### src/design/tqs_pkg.sv
// Types, constants and field layout of the tone queue sequencer.
`default_nettype none
package tqs_pkg;

	localparam int QUEUE_DEPTH_DEF = 6;

	localparam int FREQ_W  = 16;
	localparam int DUR_W   = 8;
	localparam int TICK_W  = 32;
	localparam int CLK_W   = 26;
	localparam int TPU_W   = 8;
	localparam int CMP_W   = 16;
	localparam int QC_W    = 3;
	localparam int KIND_W  = 2;
	localparam int PROD_W  = TPU_W + DUR_W;

	localparam int S_TDATA_W = 64;
	localparam int S_TUSER_W = KIND_W;
	localparam int M_TDATA_W = 24;

	localparam int CFG_IDX_W  = 4;
	localparam int CFG_DATA_W = CLK_W;

	// input tdata layout
	localparam int IN_FREQ_LSB = 0;
	localparam int IN_DUR_LSB  = IN_FREQ_LSB + FREQ_W;
	localparam int IN_QUIET_BIT = IN_DUR_LSB + DUR_W;
	localparam int IN_NOW_LSB  = IN_QUIET_BIT + 1;
	localparam int IN_EN_BIT   = IN_NOW_LSB + TICK_W;

	// output tdata layout
	localparam int OUT_CMP_LSB  = 0;
	localparam int OUT_TOG_BIT  = OUT_CMP_LSB + CMP_W;
	localparam int OUT_RST_BIT  = OUT_TOG_BIT + 1;
	localparam int OUT_ACC_BIT  = OUT_RST_BIT + 1;
	localparam int OUT_PLAY_BIT = OUT_ACC_BIT + 1;
	localparam int OUT_QC_LSB   = OUT_PLAY_BIT + 1;
	localparam int OUT_QC_MSB   = OUT_QC_LSB + QC_W - 1;

	localparam logic [KIND_W-1:0] KIND_ENQUEUE = 2'd0;
	localparam logic [KIND_W-1:0] KIND_CLEAR   = 2'd1;
	localparam logic [KIND_W-1:0] KIND_COMPARE = 2'd2;

	localparam logic [CFG_IDX_W-1:0] CFG_FREQ_MIN = 4'd0;
	localparam logic [CFG_IDX_W-1:0] CFG_FREQ_MAX = 4'd1;
	localparam logic [CFG_IDX_W-1:0] CFG_CLOCK_HZ = 4'd2;
	localparam logic [CFG_IDX_W-1:0] CFG_TPU      = 4'd3;

	localparam logic [FREQ_W-1:0] RST_FREQ_MIN = 16'd150;
	localparam logic [FREQ_W-1:0] RST_FREQ_MAX = 16'd1000;
	localparam logic [CLK_W-1:0]  RST_CLOCK_HZ = 26'd8000000;
	localparam logic [TPU_W-1:0]  RST_TPU      = 8'd10;
	localparam logic [CMP_W-1:0]  RST_COMPARE  = 16'd9090;

	// restoring divider: one quotient bit per step over the clock rate
	localparam int DIV_STEPS = CLK_W;
	localparam int DIV_CNT_W = $clog2(DIV_STEPS);
	localparam int DVS_W     = FREQ_W + 1;

	typedef enum logic [1:0] {
		ST_IDLE,
		ST_EXEC,
		ST_DIV,
		ST_RESP
	} state_t;

	typedef struct packed {
		logic push;
		logic pop;
		logic clear;
	} q_cmd_t;

endpackage
`default_nettype wire

### src/design/tone_queue_sequencer_top.sv
// Top level of the tone queue sequencer: sequencer, state, config and stream ports.
//
//  channel  direction  handshake             payload
//  s_*      in         s_tvalid / s_tready   s_tuser kind, s_tdata tone and event fields
//  m_*      out        m_tvalid / m_tready   m_tdata compare value and status
//  cfg_*    in         cfg_valid / cfg_ready cfg_index register, cfg_data value
//
// Enqueue, clear and compare events that start no tone: ST_EXEC, then ST_RESP, where the result loads.
// A compare event that starts a tone: ST_EXEC, then ST_DIV until the 26-step divider is done, then ST_RESP.
// s_tready is high only while no item is at work, from the cycle after the result loads;
// one finished result may wait on m_tready and holds off the next result load.
// Reset clears the fill count and timing state; no clearing pass. cfg_ready is always high.
`default_nettype none
module tone_queue_sequencer_top #(
	parameter int QUEUE_DEPTH = tqs_pkg::QUEUE_DEPTH_DEF
) (
	input  wire logic                              clk,
	input  wire logic                              arst_n,
	input  wire logic                              s_tvalid,
	output logic                                   s_tready,
	// [15:0] tone_frequency, [23:16] tone_duration, [24] quiet, [56:25] now_ticks,
	// [57] sound_enable, [63:58] zero
	input  wire logic [tqs_pkg::S_TDATA_W-1:0]     s_tdata,
	// [1:0] kind
	input  wire logic [tqs_pkg::S_TUSER_W-1:0]     s_tuser,
	output logic                                   m_tvalid,
	input  wire logic                              m_tready,
	// [15:0] compare_value, [16] toggle_on, [17] restart_timer, [18] accepted,
	// [19] playing, [22:20] queue_count, [23] zero
	output logic [tqs_pkg::M_TDATA_W-1:0]          m_tdata,
	input  wire logic                              cfg_valid,
	output logic                                   cfg_ready,
	input  wire logic [tqs_pkg::CFG_IDX_W-1:0]     cfg_index,
	input  wire logic [tqs_pkg::CFG_DATA_W-1:0]    cfg_data
);

	localparam int CNT_W = $clog2(QUEUE_DEPTH + 1);
	localparam int QC_W  = tqs_pkg::QC_W;

	tqs_pkg::state_t state_q, state_nxt;

	logic [tqs_pkg::FREQ_W-1:0] freq_min_q;
	logic [tqs_pkg::FREQ_W-1:0] freq_max_q;
	logic [tqs_pkg::CLK_W-1:0]  clock_hz_q;
	logic [tqs_pkg::TPU_W-1:0]  tpu_q;

	logic [tqs_pkg::KIND_W-1:0] kind_q;
	logic [tqs_pkg::FREQ_W-1:0] freq_q;
	logic [tqs_pkg::DUR_W-1:0]  dur_q;
	logic                       quiet_q;
	logic [tqs_pkg::TICK_W-1:0] now_q;
	logic                       en_q;

	logic [tqs_pkg::TICK_W-1:0] stop_q;
	logic [tqs_pkg::CMP_W-1:0]  cmp_q;
	logic                       tog_q;
	logic                       restart_q;
	logic                       accepted_q;
	logic                       m_tvalid_q;
	logic [tqs_pkg::M_TDATA_W-1:0] m_tdata_q;

	tqs_pkg::q_cmd_t            q_cmd;
	logic [tqs_pkg::FREQ_W-1:0] head_freq;
	logic [tqs_pkg::DUR_W-1:0]  head_dur;
	logic [CNT_W-1:0]           count;
	logic [CNT_W+QC_W-1:0]      count_ext;

	logic                       div_start;
	logic                       div_done;
	logic [tqs_pkg::CMP_W-1:0]  div_result;

	logic                       in_acc;
	logic                       out_load;
	logic                       is_enq;
	logic                       is_clr;
	logic                       is_cmp;
	logic                       freq_ok;
	logic                       push_ok;
	logic                       time_up;
	logic                       q_nonempty;
	logic                       do_pop;
	logic [tqs_pkg::PROD_W-1:0] span;
	logic [tqs_pkg::TICK_W-1:0] stop_nxt;

	tqs_queue #(
		.DEPTH(QUEUE_DEPTH)
	) u_queue (
		.clk       (clk),
		.arst_n    (arst_n),
		.cmd       (q_cmd),
		.push_freq (freq_q),
		.push_dur  (dur_q),
		.head_freq (head_freq),
		.head_dur  (head_dur),
		.count     (count)
	);

	tqs_div u_div (
		.clk      (clk),
		.arst_n   (arst_n),
		.start    (div_start),
		.dividend (clock_hz_q),
		.freq     (head_freq),
		.done     (div_done),
		.result   (div_result)
	);

	assign cfg_ready = 1'b1;
	assign in_acc    = s_tvalid && s_tready;

	always_comb begin
		is_enq     = kind_q == tqs_pkg::KIND_ENQUEUE;
		is_clr     = kind_q == tqs_pkg::KIND_CLEAR;
		is_cmp     = kind_q == tqs_pkg::KIND_COMPARE;
		q_nonempty = count != '0;
		freq_ok    = (freq_q != '0) && (freq_q >= freq_min_q) && (freq_q <= freq_max_q);
		push_ok    = is_enq && freq_ok && !(quiet_q && q_nonempty)
			&& (count < CNT_W'(QUEUE_DEPTH));
		time_up    = now_q > stop_q;
		do_pop     = is_cmp && en_q && time_up && q_nonempty;
		span       = {{tqs_pkg::DUR_W{1'b0}}, tpu_q} * {{tqs_pkg::TPU_W{1'b0}}, head_dur};
		stop_nxt   = now_q + tqs_pkg::TICK_W'(span);
		count_ext  = (CNT_W + QC_W)'(count);
	end

	always_ff @(posedge clk or negedge arst_n) begin
		if (!arst_n) begin
			state_q <= tqs_pkg::ST_IDLE;
		end else begin
			state_q <= state_nxt;
		end
	end

	always_comb begin
		state_nxt  = state_q;
		s_tready   = 1'b0;
		q_cmd      = '0;
		div_start  = 1'b0;
		out_load   = 1'b0;
		unique case (state_q)
			tqs_pkg::ST_IDLE: begin
				s_tready = 1'b1;
				if (s_tvalid) begin
					state_nxt = tqs_pkg::ST_EXEC;
				end
			end
			tqs_pkg::ST_EXEC: begin
				q_cmd.push  = push_ok;
				q_cmd.pop   = do_pop;
				q_cmd.clear = is_clr || (is_cmp && !en_q);
				div_start   = do_pop;
				state_nxt   = do_pop ? tqs_pkg::ST_DIV : tqs_pkg::ST_RESP;
			end
			tqs_pkg::ST_DIV: begin
				if (div_done) begin
					state_nxt = tqs_pkg::ST_RESP;
				end
			end
			tqs_pkg::ST_RESP: begin
				if (!m_tvalid_q || m_tready) begin
					out_load  = 1'b1;
					state_nxt = tqs_pkg::ST_IDLE;
				end
			end
			default: begin
				state_nxt = tqs_pkg::ST_IDLE;
			end
		endcase
	end

	always_ff @(posedge clk or negedge arst_n) begin
		if (!arst_n) begin
			freq_min_q <= tqs_pkg::RST_FREQ_MIN;
			freq_max_q <= tqs_pkg::RST_FREQ_MAX;
			clock_hz_q <= tqs_pkg::RST_CLOCK_HZ;
			tpu_q      <= tqs_pkg::RST_TPU;
		end else if (cfg_valid && cfg_ready) begin
			unique case (cfg_index)
				tqs_pkg::CFG_FREQ_MIN: freq_min_q <= cfg_data[tqs_pkg::FREQ_W-1:0];
				tqs_pkg::CFG_FREQ_MAX: freq_max_q <= cfg_data[tqs_pkg::FREQ_W-1:0];
				tqs_pkg::CFG_CLOCK_HZ: clock_hz_q <= cfg_data[tqs_pkg::CLK_W-1:0];
				tqs_pkg::CFG_TPU:      tpu_q      <= cfg_data[tqs_pkg::TPU_W-1:0];
				default: ;
			endcase
		end
	end

	always_ff @(posedge clk) begin
		if (in_acc) begin
			kind_q  <= s_tuser;
			freq_q  <= s_tdata[tqs_pkg::IN_DUR_LSB-1:tqs_pkg::IN_FREQ_LSB];
			dur_q   <= s_tdata[tqs_pkg::IN_QUIET_BIT-1:tqs_pkg::IN_DUR_LSB];
			quiet_q <= s_tdata[tqs_pkg::IN_QUIET_BIT];
			now_q   <= s_tdata[tqs_pkg::IN_EN_BIT-1:tqs_pkg::IN_NOW_LSB];
			en_q    <= s_tdata[tqs_pkg::IN_EN_BIT];
		end
	end

	always_ff @(posedge clk or negedge arst_n) begin
		if (!arst_n) begin
			stop_q     <= '0;
			cmp_q      <= tqs_pkg::RST_COMPARE;
			tog_q      <= 1'b0;
			restart_q  <= 1'b0;
			accepted_q <= 1'b0;
		end else begin
			if (state_q == tqs_pkg::ST_EXEC) begin
				accepted_q <= push_ok;
				restart_q  <= do_pop;
				if (is_cmp) begin
					if (!en_q) begin
						tog_q <= 1'b0;
					end else if (time_up) begin
						tog_q <= q_nonempty;
						if (q_nonempty) begin
							stop_q <= stop_nxt;
						end
					end
				end
			end
			if (state_q == tqs_pkg::ST_DIV && div_done) begin
				cmp_q <= div_result;
			end
		end
	end

	always_ff @(posedge clk or negedge arst_n) begin
		if (!arst_n) begin
			m_tvalid_q <= 1'b0;
		end else if (out_load) begin
			m_tvalid_q <= 1'b1;
		end else if (m_tready) begin
			m_tvalid_q <= 1'b0;
		end
	end

	always_ff @(posedge clk) begin
		if (out_load) begin
			m_tdata_q <= {1'b0, count_ext[QC_W-1:0], q_nonempty, accepted_q, restart_q,
				tog_q, cmp_q};
		end
	end

	assign m_tvalid = m_tvalid_q;
	assign m_tdata  = m_tdata_q;

endmodule
`default_nettype wire

### src/design/tqs_div.sv
// Restoring divider: clock rate over twice the tone frequency, less one, saturated.
`default_nettype none
module tqs_div (
	input  wire logic                         clk,
	input  wire logic                         arst_n,
	input  wire logic                         start,
	input  wire logic [tqs_pkg::CLK_W-1:0]    dividend,
	input  wire logic [tqs_pkg::FREQ_W-1:0]   freq,
	output logic                              done,
	output logic [tqs_pkg::CMP_W-1:0]         result
);

	localparam int QUO_W = tqs_pkg::CLK_W;
	localparam int REM_W = tqs_pkg::DVS_W;
	localparam int CNT_W = tqs_pkg::DIV_CNT_W;
	localparam logic [CNT_W-1:0] LAST_STEP = CNT_W'(tqs_pkg::DIV_STEPS - 1);
	localparam logic [QUO_W-1:0] SAT_LIMIT = QUO_W'(2 ** tqs_pkg::CMP_W);

	logic             busy_q;
	logic             done_q;
	logic [CNT_W-1:0] cnt_q;
	logic [REM_W-1:0] rem_q;
	logic [QUO_W-1:0] quo_q;
	logic [REM_W-1:0] dvs_q;

	logic [REM_W:0]   rem_sh;
	logic [REM_W:0]   diff;
	logic             ge;
	logic [REM_W-1:0] rem_nxt;
	logic [QUO_W-1:0] quo_nxt;
	logic [QUO_W-1:0] quo_m1;

	always_comb begin
		rem_sh  = {rem_q, quo_q[QUO_W-1]};
		diff    = rem_sh - {1'b0, dvs_q};
		ge      = rem_sh >= {1'b0, dvs_q};
		rem_nxt = ge ? diff[REM_W-1:0] : rem_sh[REM_W-1:0];
		quo_nxt = {quo_q[QUO_W-2:0], ge};
	end

	always_ff @(posedge clk or negedge arst_n) begin
		if (!arst_n) begin
			busy_q <= 1'b0;
			done_q <= 1'b0;
			cnt_q  <= '0;
		end else begin
			done_q <= 1'b0;
			if (start) begin
				busy_q <= 1'b1;
				cnt_q  <= '0;
			end else if (busy_q) begin
				if (cnt_q == LAST_STEP) begin
					busy_q <= 1'b0;
					done_q <= 1'b1;
				end else begin
					cnt_q <= cnt_q + CNT_W'(1);
				end
			end
		end
	end

	always_ff @(posedge clk) begin
		if (start) begin
			rem_q <= '0;
			quo_q <= dividend;
			dvs_q <= {freq, 1'b0};
		end else if (busy_q) begin
			rem_q <= rem_nxt;
			quo_q <= quo_nxt;
		end
	end

	always_comb begin
		quo_m1 = quo_q - QUO_W'(1);
		priority if (quo_q == '0) begin
			result = '0;
		end else if (quo_q > SAT_LIMIT) begin
			result = '1;
		end else begin
			result = quo_m1[tqs_pkg::CMP_W-1:0];
		end
	end

	assign done = done_q;

endmodule
`default_nettype wire

### src/design/tqs_queue.sv
// Shift-down tone queue: push at the fill count, pop from entry zero.
`default_nettype none
module tqs_queue #(
	parameter int DEPTH = tqs_pkg::QUEUE_DEPTH_DEF
) (
	input  wire logic                           clk,
	input  wire logic                           arst_n,
	input  wire tqs_pkg::q_cmd_t                cmd,
	input  wire logic [tqs_pkg::FREQ_W-1:0]     push_freq,
	input  wire logic [tqs_pkg::DUR_W-1:0]      push_dur,
	output logic [tqs_pkg::FREQ_W-1:0]          head_freq,
	output logic [tqs_pkg::DUR_W-1:0]           head_dur,
	output logic [$clog2(DEPTH+1)-1:0]          count
);

	localparam int CNT_W = $clog2(DEPTH + 1);
	localparam int IDX_W = (DEPTH > 1) ? $clog2(DEPTH) : 1;

	logic [tqs_pkg::FREQ_W-1:0] freq_q [DEPTH];
	logic [tqs_pkg::DUR_W-1:0]  dur_q  [DEPTH];
	logic [CNT_W-1:0]           count_q;
	logic [IDX_W-1:0]           wr_idx;

	assign wr_idx = count_q[IDX_W-1:0];

	always_ff @(posedge clk or negedge arst_n) begin
		if (!arst_n) begin
			count_q <= '0;
		end else begin
			priority if (cmd.clear) begin
				count_q <= '0;
			end else if (cmd.pop) begin
				count_q <= count_q - CNT_W'(1);
			end else if (cmd.push) begin
				count_q <= count_q + CNT_W'(1);
			end else begin
				count_q <= count_q;
			end
		end
	end

	always_ff @(posedge clk) begin
		if (cmd.pop) begin
			for (int i = 0; i < DEPTH - 1; i++) begin
				freq_q[i] <= freq_q[i+1];
				dur_q[i]  <= dur_q[i+1];
			end
		end else if (cmd.push) begin
			freq_q[wr_idx] <= push_freq;
			dur_q[wr_idx]  <= push_dur;
		end
	end

	assign head_freq = freq_q[0];
	assign head_dur  = dur_q[0];
	assign count     = count_q;

endmodule
`default_nettype wire

### config.mk
export PLATFORM = sky130hd
export DESIGN_NAME = tone_queue_sequencer_top
export DESIGN_NICKNAME = d
export VERILOG_FILES = /design/src/design/tqs_pkg.sv /design/src/design/tone_queue_sequencer_top.sv /design/src/design/tqs_div.sv /design/src/design/tqs_queue.sv
export SDC_FILE = /design/constraint.sdc
export NUM_CORES = 1
export LEC_CHECK = 0
export BUFFER_PORTS_ARGS = -buffer_cell sky130_fd_sc_hd__buf_2
export CORE_ASPECT_RATIO = 1.4
export CORE_MARGIN = 1
export CORE_UTILIZATION = 40
export CTS_CLUSTER_DIAMETER = 120
export DETAILED_ROUTE_END_ITERATION = 12
export PLACE_DENSITY = 0.61
export SETUP_SLACK_MARGIN = 0.2
export SLEW_MARGIN = 0
export SYNTH_ARGS = -nofsm -noshare
export SYNTH_HDL_FRONTEND = slang
export SYNTH_HIERARCHICAL = 1
export SYNTH_SLANG_ARGS = --single-unit
### constraint.sdc
create_clock -name clk -period 6.4 [get_ports clk]
set_clock_uncertainty 0.15 [all_clocks]
set_input_delay 1.28 -clock clk [delete_from_list [all_inputs] [get_ports clk]]
set_output_delay 1.28 -clock clk [all_outputs]
set_load 0.005 [all_outputs]
* After elaboration in Yosys (flattened, before gate mapping) *
Memories as Yosys holds them, arrays and structs flattened. A register that Yosys moved wholly into a read port is not among the register bits.
Index checks and enable logic that the tools add are counted.

storage, ports and cells
  memories kept = 2
  bits in registers = 256
  RAM bits = 144
  input bits = 101
  bits in read-only memories = 0
  latch bits = 0

memories
  name            depth  bits a word  rd ports  clocked after Yosys merged registers in  wr ports  RTL line         source
  u_queue.freq_q  6      16           6         1                                        5         tqs_queue.sv:19  logic [tqs_pkg::FREQ_W-1:0] freq_q [DEPTH];
  u_queue.dur_q   6      8            6         0                                        5         tqs_queue.sv:20  logic [tqs_pkg::DUR_W-1:0] dur_q [DEPTH];

cells by class
  $add $sub $neg = 6
  div/mod/pow operators = 0
  muxes and demuxes = 42
  shift operators = 0
  multiply operators = 1
  order comparisons = 6
  bitwise operators = 0
  equality and inequality tests = 14
  reductions and logical operators = 36

operator list
  kind                                                                               number
  26-bit two-way mux                                                                 2
  16-bit two-way mux                                                                 3
  32-bit by 16-bit adder with 32-bit output                                          1
  32-bit greater-than comparator                                                     1
  26-bit by 17-bit greater-than comparator with 1-bit output, second input constant  1
  26-bit logical NOT                                                                 1
  1-bit two-way mux                                                                  22
  18-bit by 17-bit >= comparator with 1-bit output                                   1
  3-bit two-way mux                                                                  6
  17-bit two-way mux                                                                 1
  17-bit subtractor                                                                  1
  16-bit >= comparator                                                               1
  16-bit less-or-equal comparator                                                    1
  8-bit by 8-bit multiplier with 16-bit output                                       1
  16-bit nonzero test                                                                1
  16-bit OR reduction                                                                1
  16-bit by 1-bit subtractor with 16-bit output, second input constant               1
  5-bit two-way mux                                                                  3
  1-bit logical AND                                                                  12
  2-bit AND reduction                                                                5
  4-bit by 2-bit == test with 1-bit output, second input constant                    2
  8-bit two-way mux                                                                  1
  2-bit case mux with 4 select lines                                                 1
  8-bit OR reduction                                                                 1
  19 further kinds                                                                   34

* Longest topological paths before layout *
  depth after elaboration = 12
  depth in mapped cells = 20
  depth with buffers taken out = 18

* Hierarchy *
Netlist, hierarchy kept.

by module, submodules not included
  module                    area an instance (µm²)  times used  cells each
  tone_queue_sequencer_top  11735.0                 1           1027
  tqs_queue                 6167.2                  1           305
  tqs_div                   3910.0                  1           372

* Least setup slack after synthesis *
No wires, ideal clock.

  path kind = register to register
  start = reg tpu_q[1] (netlist name)
  end = reg stop_q[30] (netlist name)
  required time = 6.168 ns
  clock period less this slack = 5.143 ns
  arrival = 4.911 ns
  path buffers = 1
  slack = 1.257 ns
  library setup time = 0.082 ns
  stages on the path, launching flop included = 18
  cell sequence = dfstp_2 -> nand2_1 -> fa_1 -> fa_1 -> inv_1 -> fa_1 -> inv_1 -> fa_1 -> inv_1 -> ha_1 -> nand3_1 -> o2111ai_2 -> a31oi_1 -> or3_4 -> a31o_1 -> buf_6 -> or4_1 -> a31oi_1

between the ends
  cells in the longest elaborated chain, start to end = 2

RTL lines
  item                                          RTL line                         source
  start: declaration                            tone_queue_sequencer_top.sv:45   logic [tqs_pkg::TPU_W-1:0] tpu_q;
  start signal: assignment                      tone_queue_sequencer_top.sv:176  tpu_q <= tqs_pkg::RST_TPU;
  start signal: assignment                      tone_queue_sequencer_top.sv:182  tqs_pkg::CFG_TPU: tpu_q <= cfg_data[tqs_pkg::TPU_W-1:0];
  8-bit by 8-bit multiplier with 16-bit output  tone_queue_sequencer_top.sv:121  span = {{tqs_pkg::DUR_W{1'b0}}, tpu_q} * {{tqs_pkg::TPU_W{1'b0}}, head_dur};
  32-bit by 16-bit adder with 32-bit output     tone_queue_sequencer_top.sv:122  stop_nxt = now_q + tqs_pkg::TICK_W'(span);
  end signal: assignment                        tone_queue_sequencer_top.sv:216  stop_q <= stop_nxt;
  end: declaration                              tone_queue_sequencer_top.sv:54   logic [tqs_pkg::TICK_W-1:0] stop_q;

Every way passes these cells.
A chain may end at the register's enable or synchronous reset.

* Worst setup path in the final report *
Same ends and word-level chain as after synthesis.

==> flow_metrics.env <==
export IMPL_routedWlPerCell_um=17.5
export IMPL_whs_endpoint="u_div/dvs_q[9]$_DFFE_PP_"
export IMPL_grt_max_degree=70
export IMPL_p_leak_nw=10.0
export IMPL_max_cap_viol_count=0
export IMPL_fmax_mhz=184
export IMPL_cts_hold_buf=0
export IMPL_drive_above_1_share=0.252
export IMPL_cts_resized=0
export IMPL_cts_made_buffers=43
export IMPL_finalSetupTns_ns=0
export IMPL_htree_levels=2
export IMPL_synthDistinctLibCells=89
export IMPL_r2r_setup_slack_ns=0.96
export IMPL_antenna_found_initial=0
export IMPL_dieArea_mm2=0.0555
export IMPL_start_kind="flip-flop"
export IMPL_gr_total_overflow=0
export IMPL_crit_reg2reg_launch="tpu_q[1]$_DFFE_PN1P_"
export IMPL_fp_row_count=100
export IMPL_drt_iter0_drc=510
export IMPL_syn_nets=1986
export IMPL_hold_violations=0
export IMPL_ff_latch_area_mm2=0.0117
export IMPL_synthTopCellsByArea="edfxtp_1 (37%), dfrtp_1 (12%), mux2_2 (10%)"
export IMPL_min_from="u_queue/freq_q[0][8]$_DFFE_PP_"
export IMPL_ff2ff_path_depth=16
export IMPL_coreArea_mm2=0.0536
export IMPL_die_w_um=199
export IMPL_grt_pass1_wl_um=73100
export IMPL_synth_area_mm2=0.0218
export IMPL_cts_tree="built"
export IMPL_finish_utilization=0.460
export IMPL_async_reset_ff_frac=0.313
export IMPL_fillers=4899
export IMPL_wirelength_um=45000
export IMPL_worstSetupEndpointType="flip-flop"
export IMPL_multi_input_area_mm2=0.00906
export IMPL_clock_sinks=416
export IMPL_synth_edf_count=269
export IMPL_fp_dieH_um=278
export IMPL_clock_latency_ns=0.57
export IMPL_num_nets_final=2113
export IMPL_place_congestion=0.845
export IMPL_syn_to_final_growth_pct=13.0
export IMPL_via_per_inst=5.01
export IMPL_ys_warn_count=6
export IMPL_drv_slew=0
export IMPL_via_count=12900
export IMPL_path_clk_slew_ns=0.06
export IMPL_reg2reg_to="stop_q[30]$_DFFE_PN0P_"
export IMPL_antennaDiodeCount=0
export IMPL_arrival_ns=5.78
export IMPL_ys_ff_latch=416
export IMPL_root_buffer="clkbuf_16"
export IMPL_ys_seq_area_frac=0.536
export IMPL_post_cts_setup_buffers=0
export IMPL_ir_drop_uv=198
export IMPL_syn_inst=1704
export IMPL_critPathKind="reg2reg"
export IMPL_fin_crit_sh=0.849
export IMPL_gr_usage_all_layers=0.169
export IMPL_io_buffer_count=119
export IMPL_worstPathRequired_ns=6.74
export IMPL_drc=0
export IMPL_worst_slew_margin_rel=0.259
export IMPL_grt_pass1_vias=14000
export IMPL_yosys_area_top_type_share=0.370
export IMPL_hpwl_um=32900
export IMPL_rsz0062_at_grt="false"
export IMPL_finalSetupViolCount=0
export IMPL_first_pass_iters=4
export IMPL_hp_class="reg2reg"
export IMPL_synth_ff_type="edfxtp_1"
export IMPL_p_per_area_mw_per_mm2=395
export IMPL_outcome="finished, final reports clean"
export IMPL_io_pins=128
export IMPL_crit_fanout=9
export IMPL_avgSynthCellArea_um2=12.8
export IMPL_fin_crit_ns=5.44
export IMPL_ant_nets=0
export IMPL_hold_depth=0
export IMPL_worst_pin_slew_ns=1.11
export IMPL_start_util=0.407
export IMPL_cts_max_path_buffers=3
export IMPL_synth_top_area_cell="edfxtp_1"
## state kept, by name, summed over array words and instances, names as in the netlist, 2 cells and up
signal,flops
dur_q,8
u_queue/count,3
tpu_q,8
m_tdata,23
u_div/quo_q,26
freq_max_q,16
freq_q,16
u_div/dvs_q,16
clock_hz_q,26
cmp_q,16
u_queue/freq_q,96
u_queue/dur_q,48
state_q,2
freq_min_q,16
u_div/rem_q,17
stop_q,32
now_q,32
kind_q,2
u_div/cnt_q,5
## cell type report
class,count,share of cell area
clock buffers,53,0.0490
clock inverters,26,0.0144
inverters,195,0.0297
multi-input cells,1042,0.368
flip-flops and latches,416,0.475
well taps,714,0.0362
repair buffers,133,0.0287
## cell usage after synthesis, drive strengths merged (4+ instances only)
cell type	count
inv	194
nand2	105
and4	4
fa	52
o211ai	5
clkbuf	19
edfxtp	269
dfstp	24
nand4	25
or2	5
or3	11
dfxtp	17
a221oi	4
a31oi	20
nand4b	5
o21ai	65
dfrtp	106
o21a	7
a21o	16
a21oi	56
nand2b	18
ha	129
nor3	12
a211o	5
xnor2	20
mux2i	21
nor2	71
mux2	214
nor4	13
or4	4
nor2b	5
and2	40
nand3	18
a211oi	22
buf	32
xor2	20
## report_power, final
part	switching, mW	leakage (nW)	internal, mW
Clock	1.07	0.746	1.67
Combinational	1.91	5.05	1.43
Sequential	0.337	4.22	3.33
## worst max-delay path, cell delays in order, from the launching register on
cell       delay [ns]
dfstp_2          0.61
nand2_1          0.09
fa_1             0.49
fa_1             0.54
inv_1            0.05
fa_1             0.53
inv_1            0.05
fa_1             0.52
inv_1            0.04
ha_1             0.34
nand3_1          0.10
o2111ai_2        0.27
a31oi_1          0.18
or3_4            0.41
a31o_1           0.30
or4_1            0.49
a31oi_1          0.18
## per-layer routing
| layer | vias up | track usage | share of wire |
|---|---|---|---|
| li1 | 6343 | - | - |
| met1 | 6358 | 0.198 | 0.42 |
| met2 | 166 | 0.308 | 0.52 |
| met3 | 60 | 0.0284 | 0.032 |
| met4 | 0 | 0.0579 | 0.027 |
| met5 | - | 0 | 0 |
## logic make-up after synthesis
kind of cell,count (synthesis),share of synthesized area
flip-flops,416,0.536
XOR/XNOR,40,0.0161
buffers and inverters,246,0.0489
other,2,0.000344
AND/OR/NAND/NOR,353,0.0850
AO/OA/AOI/OAI,231,0.0681
adder cells (fa/ha/maj),181,0.122
multiplexers,235,0.123
## placed cells by master, fill, tap and decap left out, types with 52 or more instances in the layout
cell type,count
edfxtp_1,269
nor2_1,70
nand2_1,102
ha_1,129
fa_1,52
buf_2,118
a21oi_1,54
o21ai_0,54
inv_1,194
dfrtp_1,106
mux2_2,193
## worst max-delay path by stage
stage	start	slack, ns	cells past startpoint	end
2_1_floorplan	tpu_q[1]$_DFFE_PN1P_	1.26	17	stop_q[30]$_DFFE_PN0P_
3_3_place_gp	tpu_q[1]$_DFFE_PN1P_	0.98	16	stop_q[30]$_DFFE_PN0P_
3_5_place_dp	tpu_q[1]$_DFFE_PN1P_	0.96	16	stop_q[30]$_DFFE_PN0P_
4_1_cts	tpu_q[1]$_DFFE_PN1P_	0.93	16	stop_q[30]$_DFFE_PN0P_
5_1_grt	tpu_q[1]$_DFFE_PN1P_	0.66	16	stop_q[30]$_DFFE_PN0P_
6_report	tpu_q[1]$_DFFE_PN1P_	0.96	16	stop_q[30]$_DFFE_PN0P_
## stage by stage
stage	hold slack [ns]	worst slack, ns	area, um^2	power [mW]	instances
after floorplan	0.250	1.26	21800	6.21	1704
after global placement	0.253	0.978	23100	6.99	2500
after CTS	0.272	0.930	24700	9.89	2579
final	0.270	0.964	24700	9.75	2579
after global routing	0.282	0.660	24700	10.5	2579
after detailed placement	0.255	0.955	23100	7.08	2500
Note: power is estimated with default switching activity, not from simulation.
